===== config.mk =====
export PLATFORM = sky130hd
export DESIGN_NAME = kgn_ctrl
export DESIGN_NICKNAME = d
export VERILOG_FILES = /design/src/sv/keypoint_greedy_nms_top_defines.svh /design/src/sv/kgn_pkg.sv /design/src/sv/kgn_ctrl.sv
export SDC_FILE = /design/constraint.sdc
export NUM_CORES = 1
export LEC_CHECK = 0
export BUFFER_PORTS_ARGS = -buffer_cell sky130_fd_sc_hd__buf_2
export CELL_PAD_IN_SITES_DETAIL_PLACEMENT = 0
export CELL_PAD_IN_SITES_GLOBAL_PLACEMENT = 1
export CORE_AREA = 2 2 39 41
export DETAILED_ROUTE_END_ITERATION = 10
export DIE_AREA = 0 0 41 43
export MAX_ROUTING_LAYER = met4
export PLACE_DENSITY = 0.67
export SLEW_MARGIN = 25
export SYNTH_ARGS = -nofsm -noshare
export SYNTH_HDL_FRONTEND = slang
export SYNTH_SLANG_ARGS = --single-unit

===== constraint.sdc =====
create_clock -name clk_i -period 3.37 [get_ports clk_i]
set_clock_uncertainty 0.05 [all_clocks]
set_input_delay 0.5055 -clock clk_i [delete_from_list [all_inputs] [get_ports clk_i]]
set_output_delay 0.5055 -clock clk_i [all_outputs]
set_load 0.005 [all_outputs]

===== src/sv/keypoint_greedy_nms_top_defines.svh =====
// ---------------------------------------------------------------------------
// keypoint_greedy_nms_top_defines
// Assertion macros for the keypoint suppression block.
// ---------------------------------------------------------------------------
`ifndef KEYPOINT_GREEDY_NMS_TOP_DEFINES_SVH
`define KEYPOINT_GREEDY_NMS_TOP_DEFINES_SVH

`ifndef SYNTH
// checked only outside reset
`define KGN_ASSERT(lbl, prop, msg) \
  lbl: assert property (@(posedge clk_i) disable iff (!rst_ni) prop) else $error(msg);
// checked on every edge, reset included
`define KGN_ASSERT_ALWAYS(lbl, prop, msg) \
  lbl: assert property (@(posedge clk_i) prop) else $error(msg);
`else
`define KGN_ASSERT(lbl, prop, msg)
`define KGN_ASSERT_ALWAYS(lbl, prop, msg)
`endif

`endif


===== src/sv/kgn_pkg.sv =====
// ---------------------------------------------------------------------------
// kgn_pkg
// Types and constants shared by the keypoint suppression block.
// ---------------------------------------------------------------------------
package kgn_pkg;

  localparam int CALC_W = 14;

  typedef enum logic [2:0] {
    STAT_ACCEPTED   = 3'd0,
    STAT_BELOW      = 3'd1,
    STAT_BORDER     = 3'd2,
    STAT_SUPPRESSED = 3'd3,
    STAT_LIMIT      = 3'd4,
    STAT_CLEARED    = 3'd5
  } status_e;

  typedef enum logic [2:0] {
    CFG_THRESHOLD  = 3'd0,
    CFG_RADIUS     = 3'd1,
    CFG_MAX_POINTS = 3'd2,
    CFG_WIDTH      = 3'd3,
    CFG_HEIGHT     = 3'd4
  } cfg_idx_e;

  typedef enum logic [2:0] {
    ST_INIT,
    ST_IDLE,
    ST_CHECK,
    ST_LOOKUP,
    ST_FILL,
    ST_FLUSH,
    ST_CLEAR,
    ST_RESULT
  } state_e;

  typedef struct packed {
    logic        mode;
    logic [9:0]  pos_x;
    logic [9:0]  pos_y;
    logic [15:0] score;
  } in_item_t;

  typedef struct packed {
    status_e     status;
    logic [9:0]  point_index;
    logic [9:0]  out_x;
    logic [9:0]  out_y;
    logic [15:0] out_score;
  } out_item_t;

  typedef struct packed {
    logic capture;
    logic check;
    logic lookup;
    logic fill_step;
    logic clr_step;
    logic res_load;
  } ctrl_cmd_t;

  typedef struct packed {
    logic is_clear;
    logic pre_rej;
    logic hit;
    logic fill_last;
    logic clr_last;
    logic out_free;
  } dp_sts_t;

endpackage


===== src/sv/kgn_ctrl.sv =====
// ---------------------------------------------------------------------------
// kgn_ctrl
// Sequencer: map clearing sweep, candidate check, window fill, result hand-off.
// ---------------------------------------------------------------------------
module kgn_ctrl (
  input  logic               clk_i,
  input  logic               rst_ni,
  input  logic               in_valid_i,
  output logic               in_stall_o,
  input  kgn_pkg::dp_sts_t   sts_i,
  output kgn_pkg::ctrl_cmd_t cmd_o
);
  import kgn_pkg::*;

  state_e state_q, state_d;

  always_ff @(posedge clk_i or negedge rst_ni) begin
    if (!rst_ni) begin
      state_q <= ST_INIT;
    end else begin
      state_q <= state_d;
    end
  end

  always_comb begin
    state_d = state_q;
    case (state_q)
      ST_INIT: begin
        if (sts_i.clr_last) state_d = ST_IDLE;
      end
      ST_IDLE: begin
        if (in_valid_i) state_d = ST_CHECK;
      end
      ST_CHECK: begin
        state_d = sts_i.is_clear ? ST_CLEAR : ST_LOOKUP;
      end
      ST_LOOKUP: begin
        state_d = (sts_i.pre_rej || sts_i.hit) ? ST_RESULT : ST_FILL;
      end
      ST_FILL: begin
        if (sts_i.fill_last) state_d = ST_FLUSH;
      end
      ST_FLUSH: begin
        state_d = ST_RESULT;
      end
      ST_CLEAR: begin
        if (sts_i.clr_last) state_d = ST_RESULT;
      end
      ST_RESULT: begin
        if (sts_i.out_free) state_d = ST_IDLE;
      end
      default: begin
        state_d = ST_INIT;
      end
    endcase
  end

  always_comb begin
    cmd_o      = '0;
    in_stall_o = 1'b1;
    case (state_q)
      ST_INIT: begin
        cmd_o.clr_step = 1'b1;
      end
      ST_IDLE: begin
        in_stall_o    = 1'b0;
        cmd_o.capture = in_valid_i;
      end
      ST_CHECK: begin
        cmd_o.check = !sts_i.is_clear;
      end
      ST_LOOKUP: begin
        cmd_o.lookup = 1'b1;
      end
      ST_FILL: begin
        cmd_o.fill_step = 1'b1;
      end
      ST_CLEAR: begin
        cmd_o.clr_step = 1'b1;
      end
      ST_RESULT: begin
        cmd_o.res_load = sts_i.out_free;
      end
      default: begin
        cmd_o = '0;
      end
    endcase
  end

endmodule


### Yosys cells after proc, flatten, opt, wreduce, memory -nomap -nowiden

Index checks and enable logic that the tools add are counted.

* equal/unequal tests: 12
* reductions and logical operators: 5
* mux-type cells: 15

Operators with widths (number)
* 3-bit one-hot mux with 8 select lines: 1
* 3-bit 2-to-1 mux: 6
* 3-bit equality test (second input constant): 4
* 2-bit != test (second input constant): 5
* 1-bit 2-to-1 mux: 7
* 3-bit by 2-bit equality test with 1-bit output (second input constant): 2
* 5-bit AND reduction: 1
* 3-bit by 1-bit equality test with 1-bit output (second input constant): 1
* 3-bit zero test: 1
* 2-bit 2-to-1 mux: 1
* 2-bit OR reduction: 1
* 1-bit zero test: 1
* 1-bit logical OR: 1

* input bits: 9
* output and inout port bits: 7
* bits in registers: 3
* word-level logic and storage cells: 33

### Depth between registers and ports, before layout

* depth after elaboration: 3
* gate-level depth with buffers: 4
* mapped depth without buffers: 3

### Worst setup path after synthesis

OpenSTA, ideal clock, no wires.

* kind: register to output
* from: register state_q[2]
* to: output in_stall_o
* setup slack: 1952 ps
* buffers on the path: 1
* data required time: 2814 ps
* arrival time: 863 ps
* cell stages (with the launch flop): 4
* cells stage by stage: dfrtp_1 buf_2 nand2b_1 or2_1

* cells in the longest elaborated chain, start to end: 2

Ends and longest elaborated chain
* start, declared: RTL line kgn_ctrl.sv:15 `state_e state_q, state_d;`
* start signal, assigned: RTL line kgn_ctrl.sv:21 `state_q <= state_d;`
* 3-bit by 1-bit equality test with 1-bit output: RTL line kgn_ctrl.sv:61 `case (state_q)`
* 1-bit 2-to-1 mux: RTL line kgn_ctrl.sv:61
* end, declared: RTL line kgn_ctrl.sv:9 `output logic in_stall_o,`

Every way passes these cells.

### Final worst setup path

* from: register state_q[0]
* to: output in_stall_o

Same word-level chain as after synthesis.

==> impl_metrics.toml <==
[synth]
synth_top_flop_cell = "dfrtp_1"
synth_top_area_frac = 0.2857
ys_warn_count = 0
synth_edf_count = 0
synthArstFlopShare = 1.000
syn_nets = 39
synth_top_area_cell = "dfrtp_1"
avgSynthCellArea_um2 = 8.758
netlist_instances = 30
synth_most_common_cell = "nor2_1"
ys_seq_elements = 3
seq_area_frac_synth = 0.2857
synth_area_leaders = "dfrtp_1, o311ai_2, nor2_1"
synth_area_um2 = 262.8
synth_common_cells = "nor2_1, dfrtp_1"
netlist-cell-type-count = 21

[timing]
relSlewSlack = 0.7540
slew_viol_final = 0
hold_viol = 0
min_period_ns = 1.810
holdWs_ns = 0.007579
tightest_slew_ns = 0.3690
max_freq_ghz = 0.5524
setup_viol = 0
min_period_over_period = 0.5371
rsz0062_at_grt = "no"
finalSetupTns_ns = 0

[grt]
grt_pass1_wl_um = 910
gr-total-overflow = 0
grtUsageMet1 = 0.08442
track_usage = 0.08875
busiest_layer = "met4"
global_route.usage.met2 = 0.1125
antenna_found_initial = 0
grt_max_degree = 14
grt_use_met3 = 0.01571
grt_pass1_vias = 233

[clocking]
h-tree-depth = 1
clock_tree.buffer_depth = 2
cts_made_buffers = 3
cts_root_buf = "clkbuf_4"
ctsHoldBuffers = 0
cts_tree = "done"
clock_latency_ns = 0.23
cts_resized = 0
cts_sinks = 3
path_clk_slew_ns = 0.04
cts_setup_buffers = 0

[status]
outcome = "complete, no violations"

[final_layout]
syn_to_final_growth_pct = 39.52
regMostFlops = "state_q"
drive_gt1_frac = 0.5000
antenna_cells = 0
reg_top3 = "state_q x3"
largest_reg_flops = 3
finalNetCount = 56

[detailed_routing]
drc = 0
routedWlPerCell_um = 8.984
ant_nets = 0
vias_per_cell = 4.258
vias = 264
drt_pass1_iterations = 2
wirelength_um = 557
detail_route.iter0.violations = 2

[worst_setup_path]
ff2ff_setup_slack_ns = 1.99
rr_endpoint = "state_q[0]"
crit_required_ns = 2.81
crit_fanout = 11
startpoint_type = "flip-flop"
end_kind = "output port"
reg2reg_from = "state_q[1]"
rr_worst_depth = 3
critPathArrivalTime_ns = 1.25
crit_type = "reg -> out"

[worst_hold_path]
min_path_type = "in -> async"

[floorplan]
die_h_um = 43
die_w_um = 41
start_util = 0.1899
boundaryPins = 16
core_um2 = 1384
dieArea_um2 = 1763
fp-row-count = 14

[power]
power.density_nw_per_um2 = 759.1
ir_drop_mv = 0.1949
power.leakage_nw = 0.1823

[placed_design]
place_congestion = 0.7002
hpwl_um = 425.7
io_buffers = 15

[job]
drv_cap = 0
## worst max-delay path: stages (launching register included)
cell and delay, ns:
dfrtp_1 0.54, nand2b_1 0.14, or2_1 0.22, buf_2 0.12
## per-stage QoR
stage / utilization / power (mW) / instances / area [um^2] / setup WS, ns
floorplan: - / 0.1902 / 30 / 262.8 / 1.952
detailed placement: 0.2459 / 0.2176 / 58 / 340.3 / 1.804
finish: 0.2649 / 0.2783 / 62 / 366.6 / 1.560
CTS: 0.2649 / 0.2838 / 62 / 366.6 / 1.548
global placement: 0.2459 / 0.2189 / 58 / 340.3 / 1.795
global route: 0.2649 / 0.3058 / 62 / 366.6 / 1.456
## layer usage
layer,wire [um],part of all wire,up-vias
met1,245,0.44,110
met5,0,0,-
met4,46,0.083,0
met2,229,0.41,13
li1,-,-,137
met3,36,0.065,4
## worst max-delay path by stage
stage,start,endpoint,slack [ns]
2_1_floorplan,state_q[2],in_stall_o,1.95
3_3_place_gp,sts_i[5],cmd_o[4],1.80
3_5_place_dp,state_q[0],in_stall_o,1.80
4_1_cts,state_q[0],in_stall_o,1.55
5_1_grt,state_q[0],in_stall_o,1.46
6_report,state_q[0],in_stall_o,1.56
## cell usage in the layout, fill, tap and decap left out, drive strengths merged
master,count
buf,15
and4,1
clkbuf,4
o311ai,1
xor2,1
mux2,1
nor2,4
inv,2
or3b,1
nand3,1
nor3,2
nor4,1
or2,1
nor4b,1
mux2i,1
dfrtp,3
nand2b,2
o21ai,2
a21oi,1
and3,1
## kinds of logic (layout without fill, tap and decap cells)
logic type / count (synthesis) / after routing / synth area share
AO/OA/AOI/OAI: 4 / 4 / 0.1190
XOR/XNOR: 1 / 1 / 0.03334
buffers and inverters: 5 / 21 / 0.09526
AND/OR/NAND/NOR: 15 / 15 / 0.3857
flip-flops: 3 / 3 / 0.2857
multiplexers: 2 / 2 / 0.08095
## layout make-up
cell class	count	area, um^2
repair buffers	15	75.07
multi-input cells	22	162.7
clock buffers	4	26.28
inverters	2	7.507
fillers	159	1017
well taps	16	20.02
flip-flops and latches	3	75.07
## power breakdown
part	leakage, nW	switching, mW	internal [mW]	total [mW]
Combinational	0.137	0.0484	0.0701	0.119
Clock	0.0150	0.0192	0.0444	0.0636
Sequential	0.0307	0.0444	0.0518	0.0961
Total	0.182	0.112	0.166	0.278
No activity file was read; power rests on OpenSTA's default activity.
